File: config.mk
export PLATFORM = sky130hd
export DESIGN_NAME = abss_pos
export DESIGN_NICKNAME = d
export VERILOG_FILES = /design/src/rtl/alpha_block_sharpness_stats_assert.svh /design/src/rtl/abss_pkg.sv /design/src/rtl/abss_pos.sv
export SDC_FILE = /design/constraint.sdc
export NUM_CORES = 1
export LEC_CHECK = 0
export BUFFER_PORTS_ARGS = -buffer_cell sky130_fd_sc_hd__buf_2
export CAP_MARGIN = 20
export CORE_UTILIZATION = 30
export DETAILED_ROUTE_END_ITERATION = 7
export PLACE_DENSITY = 0.58
export RECOVER_POWER = 100
export SYNTH_ARGS = -nofsm -noshare
export SYNTH_HDL_FRONTEND = slang
export SYNTH_SLANG_ARGS = --single-unit
File: constraint.sdc
create_clock -name clk -period 4 [get_ports clk]
set_input_delay 0.4 -clock clk [delete_from_list [all_inputs] [get_ports clk]]
set_output_delay 0.4 -clock clk [all_outputs]
set_load 0.03 [all_outputs]
File: src/rtl/alpha_block_sharpness_stats_assert.svh
// Assertion macros for the alpha block sharpness statistics block.
`ifndef ALPHA_BLOCK_SHARPNESS_STATS_ASSERT_SVH
`define ALPHA_BLOCK_SHARPNESS_STATS_ASSERT_SVH
`ifndef ASSERT_OFF
`define ABSS_ASSERT(lbl, cond, msg) \
	lbl: assert property (@(posedge clk) disable iff (!arst_n) (cond)) else $error(msg);
`define ABSS_ASSERT_IMPL(lbl, ante, cons, msg) \
	lbl: assert property (@(posedge clk) disable iff (!arst_n) (ante) |-> (cons)) \
		else $error(msg);
`else
`define ABSS_ASSERT(lbl, cond, msg)
`define ABSS_ASSERT_IMPL(lbl, ante, cons, msg)
`endif
`endif

File: src/rtl/abss_pkg.sv
// Shared types and constants for the alpha block sharpness statistics block.
`timescale 1ns / 1ps
package abss_pkg;
	localparam int DEF_MAX_WIDTH  = 4096;
	localparam int DEF_MAX_HEIGHT = 4096;
	localparam int CFG_W          = 13;
	localparam int CFG_IDX_W      = 1;
	localparam int SEMI_W         = 25;
	localparam int BLK_W          = 21;

	localparam logic [7:0] ALPHA_OPAQUE = 8'd255;
	localparam logic [7:0] EDGE_LO      = 8'd32;
	localparam logic [7:0] EDGE_HI      = 8'd224;

	typedef enum logic [CFG_IDX_W-1:0] {
		CFG_IMAGE_WIDTH  = 1'b0,
		CFG_IMAGE_HEIGHT = 1'b1
	} cfg_reg_t;

	typedef struct packed {
		logic [7:0] lo;
		logic [7:0] hi;
		logic [4:0] mid;
		logic [4:0] cnt;
	} blk_entry_t;

	typedef struct packed {
		logic first;
		logic close;
		logic last;
	} pos_info_t;
endpackage

File: src/rtl/abss_pos.sv
// Raster position tracker: column and row counters and block boundary flags.
`timescale 1ns / 1ps
module abss_pos import abss_pkg::*; #(
	parameter int MAX_WIDTH  = DEF_MAX_WIDTH,
	parameter int MAX_HEIGHT = DEF_MAX_HEIGHT,
	localparam int CW  = $clog2(MAX_WIDTH),
	localparam int BIW = (CW > 3) ? CW - 2 : 1
) (
	input  logic             clk,
	input  logic             arst_n,
	input  logic             accept,
	input  logic [CFG_W-1:0] width_cfg,
	input  logic [CFG_W-1:0] height_cfg,
	output logic [BIW-1:0]   bi,
	output pos_info_t        info
);
	localparam int RW  = $clog2(MAX_HEIGHT);
	localparam int WCW = (CW + 1 > CFG_W) ? CW + 1 : CFG_W;
	localparam int WCH = (RW + 1 > CFG_W) ? RW + 1 : CFG_W;

	logic [CW-1:0]  col_q;
	logic [RW-1:0]  row_q;
	logic [WCW-1:0] w_eff;
	logic [WCH-1:0] h_eff;
	logic           last_col;
	logic           last_row;

	always_comb begin
		if (width_cfg == '0) begin
			w_eff = WCW'(1);
		end else if (WCW'(width_cfg) > WCW'(MAX_WIDTH)) begin
			w_eff = WCW'(MAX_WIDTH);
		end else begin
			w_eff = WCW'(width_cfg);
		end
		if (height_cfg == '0) begin
			h_eff = WCH'(1);
		end else if (WCH'(height_cfg) > WCH'(MAX_HEIGHT)) begin
			h_eff = WCH'(MAX_HEIGHT);
		end else begin
			h_eff = WCH'(height_cfg);
		end
		last_col   = (WCW'(col_q) + WCW'(1)) >= w_eff;
		last_row   = (WCH'(row_q) + WCH'(1)) >= h_eff;
		info.first = (col_q[1:0] == 2'b00) && (row_q[1:0] == 2'b00);
		info.close = ((col_q[1:0] == 2'b11) || last_col) &&
			((row_q[1:0] == 2'b11) || last_row);
		info.last  = last_col && last_row;
		bi         = BIW'(col_q >> 2);
	end

	always_ff @(posedge clk or negedge arst_n) begin
		if (!arst_n) begin
			col_q <= '0;
			row_q <= '0;
		end else if (accept) begin
			if (last_col) begin
				col_q <= '0;
				row_q <= last_row ? '0 : row_q + RW'(1);
			end else begin
				col_q <= col_q + CW'(1);
			end
		end
	end
endmodule

# Yosys cells after proc, flatten, opt, wreduce, memory -nomap -nowiden
# Index checks and enable logic that the tools add are counted.
# word_totals
reg_bits	24
input_bits	29
out_inout_bits	13
word_cells	28
# classes
add_sub_neg	4
magnitude_cmp	4
eq_ne	2
muxes	6
n_reduce_logical	10
# ops
operator	count
13-bit 2-to-1 mux	4
12-bit by 1-bit adder with 13-bit output (second input constant)	2
13-bit greater-or-equal comparator	2
13-bit greater-than comparator (second input constant)	2
13-bit zero test	2
12-bit by 1-bit adder with 12-bit output (second input constant)	2
12-bit 2-to-1 mux	2
2-bit equality test (second input constant)	2
2-bit zero test	2
1-bit logical AND	3
1-bit logical OR	2
2-bit AND reduction	1

# Logic depth before layout (Yosys ltp)
# depth
ltp_word	6
mapped_depth	15
depth_no_buf	14

# Worst setup path after synthesis
# OpenSTA, ideal clock, no wires.
# synth_path
path_type	reg2out
startpoint	register col_q[2]
endpoint	output port info[1] (netlist bit)
t_arrival_ns	3.022
setup_slack_ns	0.578
path_stages_with_launch	14
path_buffers	3
cell_sequence	dfrtp_1 > clkbuf_2 > and4_1 > nor4b_1 > nand4_1 > xnor2_1 > ha_1 > nand2_1 > o21ai_1 > a41oi_1 > or2_2 > clkbuf_1 > buf_2 > a21oi_1
# synth_lines
item	line_no	text
start, declared	abss_pos.sv:21	logic [CW-1:0] col_q;
start signal, assigned	abss_pos.sv:61	col_q <= col_q + CW'(1);
end, declared	abss_pos.sv:15	output pos_info_t info

==> results.cfg <==
[route]
top_layer_used = met4
wl_met1_microns = 2440
vias = 1948
drt_pass1_iterations = 4
met3WireLength_microns = 198
viasPerCell = 4.80
wl_per_cell_microns = 11.9
postRouteAntennaNets = 0
drt_iter0_drc = 79
wirelength_microns = 4820
met2_length_microns = 2160
drc_errors = 0

[clocking]
cts_resized = 0
cts_setup_buffers = 0
htreeDepth = 1
clockBufferDepth = 2
cts_buffers = 3
insertion_delay_ns = 0.26
clk_pin_slew_ns = 0.09
cts.sinks = 24
ctsHoldBuffers = 0
tritoncts = yes
cts_root_buf = clkbuf_8

[die]
io_pins = 42
initial_core_util_pct = 30.9
die-area_sq_um = 7780
rows = 31
core_area_sq_um = 7210
fp.dieH_microns = 88.2
die_w_microns = 88.2

[timing]
fin_crit_sh_pct = 93.7
finalWorstSetupSlack_ns = 0.252
rsz0062_at_grt = false
finalHoldViolCount = 0
setup_violations = 0
finalSetupTns_ns = 0
worstMarginPinSlew_ns = 1.33
fin_skew_ns = 0.00479
period_minus_slack_ns = 3.75
maxSlewViolCount = 0
max_freq_mhz = 267
relSlewSlack_pct = 11.6

[placed_design]
port_buffers = 41
gp_congestion = 0.800
dp_slack_ns = 0.489
hpwlAfterDp_microns = 3840

[grt]
grt_pass1_wl_microns = 8280
overflow = 0
track_usage_pct = 13.5
grt_max_degree = 25
grt_pass1_vias = 1848
antenna_found_initial = 0

[logic_synthesis]
syn_area_sq_um = 2230
netlist_instances = 283
async_flop_share_pct = 100
avgSynthCellArea_sq_um = 7.88
synth-edff-count = 0
yosysSeqAreaShare_pct = 26.9
synth-main-ff-cell = dfrtp_1
ys_types = 40
syn_nets = 342
ys_warn_count = 0
yosys_register_bits = 24

[critical_path]
path_delay_family = simple AND/OR/NAND/NOR gates
regToRegEndpoint = row_q[0]
cp-end-kind = output pin
required_ns = 3.60
crit_fanout = 15
cp_slowest_stage_delay_ns = 0.49
setup.worst_path.class = flop to output pin
r2r_start = col_q[2]
rr_worst_depth = 11
critical_path.cell_chain = and4_1 > nor4b_1 > nand4_1 > xnor2_1 > ha_1 > nand2_1 > o21ai_1 > a41oi_1 > or2_2 > a21oi_1 > clkbuf_2
arrival_ns = 3.35
rrSetupSlack_ns = 0.48
cpMaxStageDelayCell = dfrtp_1
crit_path_start_kind = flop
worst-path-buf-inv = 1

[pwr]
seqPwrFrac_pct = 32.4
switching_power_mw = 0.585
ir_worst_vdd_v = 0.000148
p_leak_nw = 1.11
power.share.clock_pct = 13.4
p_comb_share_pct = 54.2
cellInternalPower_mw = 0.652
p_per_area_nw_per_um2 = 501
power_switching_share_pct = 47.3

[cells_and_area]
post-route-util_pct = 34.2
nets = 367
final_common_cell = nand2_1
antenna_cells = 0
most-common-layout-cells = 47 x nand2_1, 30 x ha_1, 27 x buf_2, 24 x dfrtp_1, 21 x nor2_1
drive_gt1_share_pct = 13.0
syn2layout_area_growth_pct = 10.7

[run_status]
status = complete, no violations

[hold_path]
hold_class = primary input to asynchronous set/reset pin

[job]
max_cap_violations = 0
metrics by stage:
stage          hold slack [ns]  cells  instance area, sq um  total power [mW]
6_report                 0.411    406                  2470              1.24
5_1_grt                  0.533    406                  2470              1.37
4_1_cts                  0.142    406                  2480              1.26
3_5_place_dp             0.433    402                  2430              1.09
3_3_place_gp             0.439    402                  2430              1.08
2_1_floorplan            0.104    283                  2230             0.966
kinds of logic (layout without fill, tap and decap cells):
group	after synthesis	after routing	share of synthesized area, %
AND/OR/NAND/NOR	114	114	23.2
AO/OA/AOI/OAI	52	52	15.0
buffers and inverters	42	66	9.60
adder cells (fa/ha/maj)	30	30	16.8
flip-flops	24	24	26.9
XOR/XNOR	19	19	7.46
multiplexers	2	2	0.954
worst register-to-register path, cell delays in order (launching register included):
cell,delay (ns)
dfrtp_1,0.49
and4_1,0.31
nor4b_1,0.38
nand4_1,0.17
xnor2_1,0.17
ha_1,0.30
nand2_1,0.05
o21ai_1,0.20
a41oi_1,0.08
or3_1,0.60
nor2_2,0.47
mux2_2,0.25
how the worst max path moves through the flow:
stage | from | endpoint | slack, ns | cells past startpoint
finish | col_q[2] | info[1] | 0.25 | 11
detailed placement | col_q[2] | row_q[0] | 0.49 | 11
CTS | col_q[2] | info[1] | 0.24 | 11
global route | col_q[2] | info[1] | 0.03 | 11
floorplan | col_q[2] | info[1] | 0.58 | 13
global placement | col_q[2] | row_q[0] | 0.61 | 11
metal layers:
metal	track usage [%]	up-vias
li1	-	1022
met1	18.3	880
met2	23.2	44
met3	2.05	2
met4	2.20	0
met5	0	-
sequential cells by signal, summed over array words and instances, names as in the netlist:
| name | count |
|---|---|
| col_q | 12 |
| row_q | 12 |
power groups by stage:
stage	clock (mW)	combinational, mW	sequential (mW)
global placement	0	0.680	0.402
floorplan	0	0.593	0.373
global route	0.183	0.775	0.415
detailed placement	0	0.689	0.402
finish	0.166	0.670	0.401
CTS	0.170	0.693	0.398
layout make-up:
class	count	area, sq um
fillers	790	4750
multi-input cells	217	1420
flip-flops and latches	24	601
repair buffers	42	198
well taps	99	124
inverters	20	75.1
clock buffers	4	55.1
synthesized netlist by cell type (all sizes together) (2+ instances only):
library cell | number | area, sq um
a21oi | 16 | 80.1
a221o | 5 | 50.1
a22o | 5 | 43.8
a31oi | 4 | 25.0
buf | 15 | 111
clkbuf | 7 | 27.5
dfrtp | 24 | 601
ha | 30 | 375
inv | 20 | 75.1
nand2 | 47 | 176
nand3 | 19 | 95.1
nand4 | 4 | 25.0
nor2 | 22 | 85.1
nor2b | 4 | 25.0
nor3 | 6 | 30.0
nor4 | 5 | 31.3
o21ai | 16 | 83.8
or2 | 2 | 12.5
xnor2 | 16 | 140
xor2 | 3 | 26.3
No activity file was read; power rests on OpenSTA's default activity.
